$ cat src/rtl/sdrs_pkg.sv
package sdrs_pkg;

  localparam int MAX_RECORDS = 16;
  localparam int FILL_W      = $clog2(MAX_RECORDS + 1);
  localparam int KEY_W       = 16;
  localparam int ID_W        = 8;
  localparam int CNT_W       = 8;
  localparam int DATA_W      = KEY_W + ID_W + CNT_W;

  typedef struct packed {
    logic [CNT_W-1:0] cnt;
    logic [ID_W-1:0]  id;
    logic [KEY_W-1:0] key;
  } rec_t;

  typedef struct packed {
    logic ins;
    logic shl;
  } cell_ctrl_t;

  typedef enum logic {
    ST_LOAD,
    ST_EMIT
  } state_t;

endpackage

$ cat src/rtl/sdrs_cell.sv
module sdrs_cell (
  input  logic              clk,
  input  sdrs_pkg::cell_ctrl_t ctrl,
  input  logic              occupied,
  input  sdrs_pkg::rec_t    new_rec,
  input  logic              left_keep,
  input  sdrs_pkg::rec_t    left_rec,
  input  sdrs_pkg::rec_t    right_rec,
  output sdrs_pkg::rec_t    rec,
  output logic              keep
);
  import sdrs_pkg::*;

  rec_t rec_r;
  rec_t rec_nxt;

  assign keep = occupied && (rec_r.key >= new_rec.key);
  assign rec  = rec_r;

  always_comb begin
    rec_nxt = rec_r;
    if (ctrl.ins) begin
      if (keep) begin
        rec_nxt = rec_r;
      end else if (left_keep) begin
        rec_nxt = new_rec;
      end else begin
        rec_nxt = left_rec;
      end
    end else if (ctrl.shl) begin
      rec_nxt = right_rec;
    end
  end

  always_ff @(posedge clk) begin
    rec_r <= rec_nxt;
  end

endmodule

$ cat src/rtl/stable_descending_record_sort.sv
// stable descending record sort
// in channel: one record per beat, in_tdata = key, id, count from the low
// bit up, in_tlast closes the set. records are kept in key order, highest
// first, in a chain of insertion cells; equal keys stay in load order.
// while loading, in_tready stays high: every cell compares the new key and
// either holds, takes the new record, or takes its left neighbor's record.
// after the closing beat the chain shifts toward cell 0 once per cycle while
// the output register is free, and each record leaves through that register:
// the first record leaves the chain in the cycle after the closing beat unless
// the output stalls and is valid in the cycle after its shift, then one result
// per cycle unless stalled. in_tready is low while a set is being emitted.
// out channel: out_tdata = {count, id, key}, out_tuser = overflow (set on
// every result of a set that lost records beyond the chain length),
// out_tlast marks the last result of the set.
// a stalled out_tready holds the output register and pauses the shifting.
// synchronous active-low reset empties the chain and clears the flags.
module stable_descending_record_sort (
  input  logic                        clk,
  input  logic                        rst_n,
  input  logic                        in_tvalid,
  output logic                        in_tready,
  input  logic [sdrs_pkg::DATA_W-1:0] in_tdata,  // sort_key, record_id, member_count
  input  logic                        in_tlast,
  output logic                        out_tvalid,
  input  logic                        out_tready,
  output logic [sdrs_pkg::DATA_W-1:0] out_tdata, // out_key, out_id, out_count
  output logic                        out_tuser, // overflow
  output logic                        out_tlast
);
  import sdrs_pkg::*;

  state_t               state_r, state_nxt;
  logic [FILL_W-1:0]    fill_r, fill_nxt;
  logic                 dropped_r, dropped_nxt;
  logic                 ovf_r, ovf_nxt;
  logic                 out_valid_r, out_valid_nxt;
  rec_t                 out_rec_r, out_rec_nxt;
  logic                 out_last_r, out_last_nxt;
  logic                 out_user_r, out_user_nxt;

  logic                 accept;
  logic                 full;
  logic                 out_free;
  cell_ctrl_t           ctrl;
  rec_t                 new_rec;
  rec_t                 cell_rec  [MAX_RECORDS];
  logic                 cell_keep [MAX_RECORDS];

  assign new_rec  = rec_t'(in_tdata);
  assign full     = (fill_r == FILL_W'(MAX_RECORDS));
  assign accept   = in_tvalid && in_tready;
  assign out_free = !out_valid_r || out_tready;

  genvar gi;
  generate
    for (gi = 0; gi < MAX_RECORDS; gi++) begin : g_cell
      logic occ;
      logic lkeep;
      rec_t lrec;
      rec_t rrec;
      assign occ = (fill_r > FILL_W'(gi));
      if (gi == 0) begin : g_first
        assign lkeep = 1'b1;
        assign lrec  = new_rec;
      end else begin : g_mid
        assign lkeep = cell_keep[gi-1];
        assign lrec  = cell_rec[gi-1];
      end
      if (gi == MAX_RECORDS - 1) begin : g_end
        assign rrec = cell_rec[gi];
      end else begin : g_inner
        assign rrec = cell_rec[gi+1];
      end
      sdrs_cell u_cell (
        .clk       (clk),
        .ctrl      (ctrl),
        .occupied  (occ),
        .new_rec   (new_rec),
        .left_keep (lkeep),
        .left_rec  (lrec),
        .right_rec (rrec),
        .rec       (cell_rec[gi]),
        .keep      (cell_keep[gi])
      );
    end
  endgenerate

  always_comb begin
    state_nxt = state_r;
    case (state_r)
      ST_LOAD: begin
        if (accept && in_tlast) state_nxt = ST_EMIT;
      end
      ST_EMIT: begin
        if (out_free && fill_r == FILL_W'(1)) state_nxt = ST_LOAD;
      end
      default: state_nxt = ST_LOAD;
    endcase
  end

  always_comb begin
    in_tready = 1'b0;
    ctrl      = '0;
    case (state_r)
      ST_LOAD: begin
        in_tready = 1'b1;
        ctrl.ins  = in_tvalid && !full;
      end
      ST_EMIT: begin
        ctrl.shl = out_free;
      end
      default: begin
        in_tready = 1'b0;
      end
    endcase
  end

  always_comb begin
    fill_nxt      = fill_r;
    dropped_nxt   = dropped_r;
    ovf_nxt       = ovf_r;
    out_valid_nxt = out_valid_r;
    out_rec_nxt   = out_rec_r;
    out_last_nxt  = out_last_r;
    out_user_nxt  = out_user_r;
    if (ctrl.ins) fill_nxt = fill_r + FILL_W'(1);
    if (ctrl.shl) fill_nxt = fill_r - FILL_W'(1);
    if (accept && full) dropped_nxt = 1'b1;
    if (accept && in_tlast) begin
      ovf_nxt     = dropped_r || full;
      dropped_nxt = 1'b0;
    end
    if (ctrl.shl) begin
      out_valid_nxt = 1'b1;
      out_rec_nxt   = cell_rec[0];
      out_last_nxt  = (fill_r == FILL_W'(1));
      out_user_nxt  = ovf_r;
    end else if (out_tready) begin
      out_valid_nxt = 1'b0;
    end
  end

  always_ff @(posedge clk) begin
    if (!rst_n) begin
      state_r     <= ST_LOAD;
      fill_r      <= '0;
      dropped_r   <= 1'b0;
      ovf_r       <= 1'b0;
      out_valid_r <= 1'b0;
    end else begin
      state_r     <= state_nxt;
      fill_r      <= fill_nxt;
      dropped_r   <= dropped_nxt;
      ovf_r       <= ovf_nxt;
      out_valid_r <= out_valid_nxt;
    end
  end

  always_ff @(posedge clk) begin
    out_rec_r  <= out_rec_nxt;
    out_last_r <= out_last_nxt;
    out_user_r <= out_user_nxt;
  end

  assign out_tvalid = out_valid_r;
  assign out_tdata  = DATA_W'(out_rec_r);
  assign out_tlast  = out_last_r;
  assign out_tuser  = out_user_r;

`ifndef SYNTHESIS
  a_fill_range: assert property (@(posedge clk) disable iff (!rst_n)
    fill_r <= FILL_W'(MAX_RECORDS))
    else $error("fill level beyond chain length");

  a_emit_nonempty: assert property (@(posedge clk) disable iff (!rst_n)
    state_r == ST_EMIT |-> fill_r != '0)
    else $error("emitting from an empty chain");

  a_close_to_emit: assert property (@(posedge clk) disable iff (!rst_n)
    (accept && in_tlast) |=> (state_r == ST_EMIT && fill_r != '0))
    else $error("closing beat did not start emission");

  a_shift_shows: assert property (@(posedge clk) disable iff (!rst_n)
    ctrl.shl |=> out_tvalid)
    else $error("shifted record not presented");
`endif

endmodule

$ cat config.mk
export PLATFORM = sky130hd
export DESIGN_NAME = stable_descending_record_sort
export DESIGN_NICKNAME = d
export VERILOG_FILES = /design/src/rtl/sdrs_pkg.sv /design/src/rtl/sdrs_cell.sv /design/src/rtl/stable_descending_record_sort.sv
export SDC_FILE = /design/constraint.sdc
export NUM_CORES = 2
export LEC_CHECK = 0
export BUFFER_PORTS_ARGS = -buffer_cell sky130_fd_sc_hd__buf_4
export CAP_MARGIN = 20
export CORE_MARGIN = 4
export CORE_UTILIZATION = 57
export CTS_CLUSTER_DIAMETER = 40
export DETAILED_ROUTE_END_ITERATION = 8
export HOLD_SLACK_MARGIN = 0.15
export PLACE_DENSITY = 0.74
export SLEW_MARGIN = 20
export SYNTH_ARGS = -nofsm -noshare
export SYNTH_HDL_FRONTEND = slang
export SYNTH_SLANG_ARGS = --single-unit
$ cat constraint.sdc
create_clock -name clk -period 9 [get_ports clk]
set_input_delay 0.45 -clock clk [delete_from_list [all_inputs] [get_ports clk]]
set_output_delay 0.45 -clock clk [all_outputs]
set_load 0.03 [all_outputs]
==> reports/metrics.cfg <==
[clock_network]
cts_resized=0
cts.path.max_buffers=3
clk_pin_slew_ps=50
cts-hold-fix-buffers=4
cts.sinks=555
numCtsBuffers=89
post-cts-setup-buffers=0
htreeDepth=3
cts-root-buf=clkbuf_16
clock_latency_ps=650
cts_tree=built

[sta]
skew_ps=29.82
slew_headroom_pct=27.42
worst_slew_pin_slew_ps=1089
whs_ps=248.8
setup_viol=0
tns_ps=0
slew_viol_final=0
hold_viol_final=0
period_share_pct=50.43
finalCriticalPeriod_ps=4539
grt_setup_unrepaired=no
fmax_mhz=220.3

[floorplan]
io_pins=73
fp.dieH_um=247.1
die_w_um=247.1
core-area_sq_mm=0.05650
start_util_pct=57.67
core.rowCount=87
dieArea_sq_mm=0.06105

[placed_design]
portBuffers=72
dpl.cell_count=3675
post-dp-hpwl_mm=64.57
gp_congestion=0.9932
place_area_sq_mm=0.03354

[setup_path]
timing.rr.start=fill_r[0]
timing.rr.end=g_cell[2].u_cell.rec[6]
cp.required_ps=9470
cp-startpoint=fill_r[0]
reg2regPathDepth=9
path_max_fanout=82
cp-end-kind=flip-flop
crit_end=g_cell[2].u_cell.rec[6]
crit_path_start_kind=flip-flop
rrSetupSlack_ps=4460
arrival_ps=5010
path_class=flip-flop to flip-flop

[cells_and_area]
drive_above_1_share_pct=9.897
fin_cells=3848
postLayoutCoreUtil_pct=64.87
diodes=0
finalNetCount=3315
area_growth_pct=12.48
fin_area_sq_mm=0.03665

[synthesis]
synth_edf_count=546
syn_inst=3024
yosysTopAreaCellShare_pct=50.32
ys_seq_elements=555
async_flop_share_pct=0
yosysMostFrequentCell=nand2_1
syn-cell-area_sq_mm=0.03258
yosys-top-cells-count=nand2_1, edfxtp_1, ha_1, o211ai_1, o21ai_1
avgSynthCellArea_sq_um=10.77
yosysSeqAreaShare_pct=50.88
ys_warn_count=0
synth-main-ff-cell=edfxtp_1
synth_cell_type_count=67
synth.area.top_cells=edfxtp_1, ha_1, nand2_1, mux2i_1, o211ai_1
yosysTopAreaCell=edfxtp_1
syn_nets=3322

[global_route]
grt_max_degree=204
grt_pass1_vias=25960
use_met1_pct=38.44
track_usage_pct=30.49
busiest_layer=met2
grt_pass1_wl_mm=145.9
grt_overflow=0
use_met2_pct=51.86
antenna_found_initial=0
gr-usage-met3_pct=4.229

[min_path]
hold_path_depth=2
hold_path_class=input pin to flip-flop

[drt]
drt_first_pass_iters=6
dr_total_vias=25400
post_drt_wl_per_cell_um=24.38
routed_wl_mm=93.82
via_per_inst=6.602
drc=0
drt-initial-drc-count=2503
ant_nets=0

[status]
status=complete, no violations

[pwr]
p_per_area_mw_per_mm2=282.5
ir_worst_vdd_mv=0.1612
power.leakage_uw=0.01361

[job]
cap_violations=0

[state kept, by name, summed over array words and instances, names as in the netlist]
signal and cells:
fill_r 5, out_tdata 32, out_tlast 1, state_r 1, out_tvalid 1, g_cell.u_cell.rec 512, dropped_r 1, ovf_r 1
out_tuser 1
[metal layers]
metal / part of all wire, % / vias up
met1: 39 / 12360
met5: 0 / -
met3: 6.8 / 328
met4: 5.5 / 0
met2: 49 / 1290
li1: - / 11430
[final cells by class]
type / instances / area (sq um)
fill: 4356 / 19850
sequential: 555 / 16580
multi-input combinational: 2205 / 14910
clock buffer: 100 / 2288
timing repair buffer: 127 / 1089
tap: 756 / 945.9
clock inverter: 66 / 693.2
inverter: 39 / 146.4
[worst min-delay path by stage]
stage,start,end,slack (ps)
after global placement,ovf_r,out_tuser,410
after detailed placement,ovf_r,out_tuser,430
after global routing,in_tdata[19],g_cell[15].u_cell.rec[19],230
after floorplan,ovf_r,out_tuser,400
final,in_tdata[22],g_cell[15].u_cell.rec[22],250
after CTS,in_tdata[29],g_cell[15].u_cell.rec[29],230
[cell families (layout without fill, tap and decap cells)]
kind of cell / after synthesis / after routing / synth area share (%)
AOI/OAI and AO/OA: 709 / 709 / 14.03
xor gates and xnor gates: 2 / 2 / 0.05378
buffers and inverters: 264 / 332 / 4.155
muxes: 256 / 256 / 7.988
DFF: 555 / 555 / 50.88
adders and majority gates: 261 / 261 / 10.02
and+or+nand+nor: 977 / 977 / 12.87
[report_power, final]
part	internal (uW)	total, uW	switching (uW)
Combinational	961	2630	1670
Sequential	3810	4300	499
Clock	2070	3420	1340
Total	6840	10400	3510
[worst max-delay path, cell delays in order, from the launching register on]
cell,delay [ps]
dfxtp_1,400
inv_1,140
ha_1,290
nor3b_1,470
and2_1,440
nand2b_4,590
buf_4,820
buf_4,810
nand2_1,180
o211ai_1,130
[stage by stage]
step | worst slack (ps) | power (uW)
finish | 4461 | 10350
CTS | 4562 | 10320
global placement | 4516 | 6757
global route | 4128 | 10860
detailed placement | 4403 | 6888
floorplan | 4610 | 5992
[placed cells by master, fill, tap and decap left out, types with 11 or more instances in the layout]
master / count
a2111oi_0: 15
a21o_1: 22
a21oi_1: 69
buf_4: 116
clkbuf_16: 89
clkinv_1: 11
clkinv_2: 12
edfxtp_1: 546
ha_1: 261
inv_1: 36
inv_6: 15
mux2_1: 29
mux2i_1: 224
nand2_1: 629
nand2b_1: 19
nand3_1: 214
nand4_1: 31
nor2_1: 38
o211ai_1: 254
o21a_1: 13
o21ai_0: 22
o21ai_1: 238
Power figures use the tool's default switching activity.
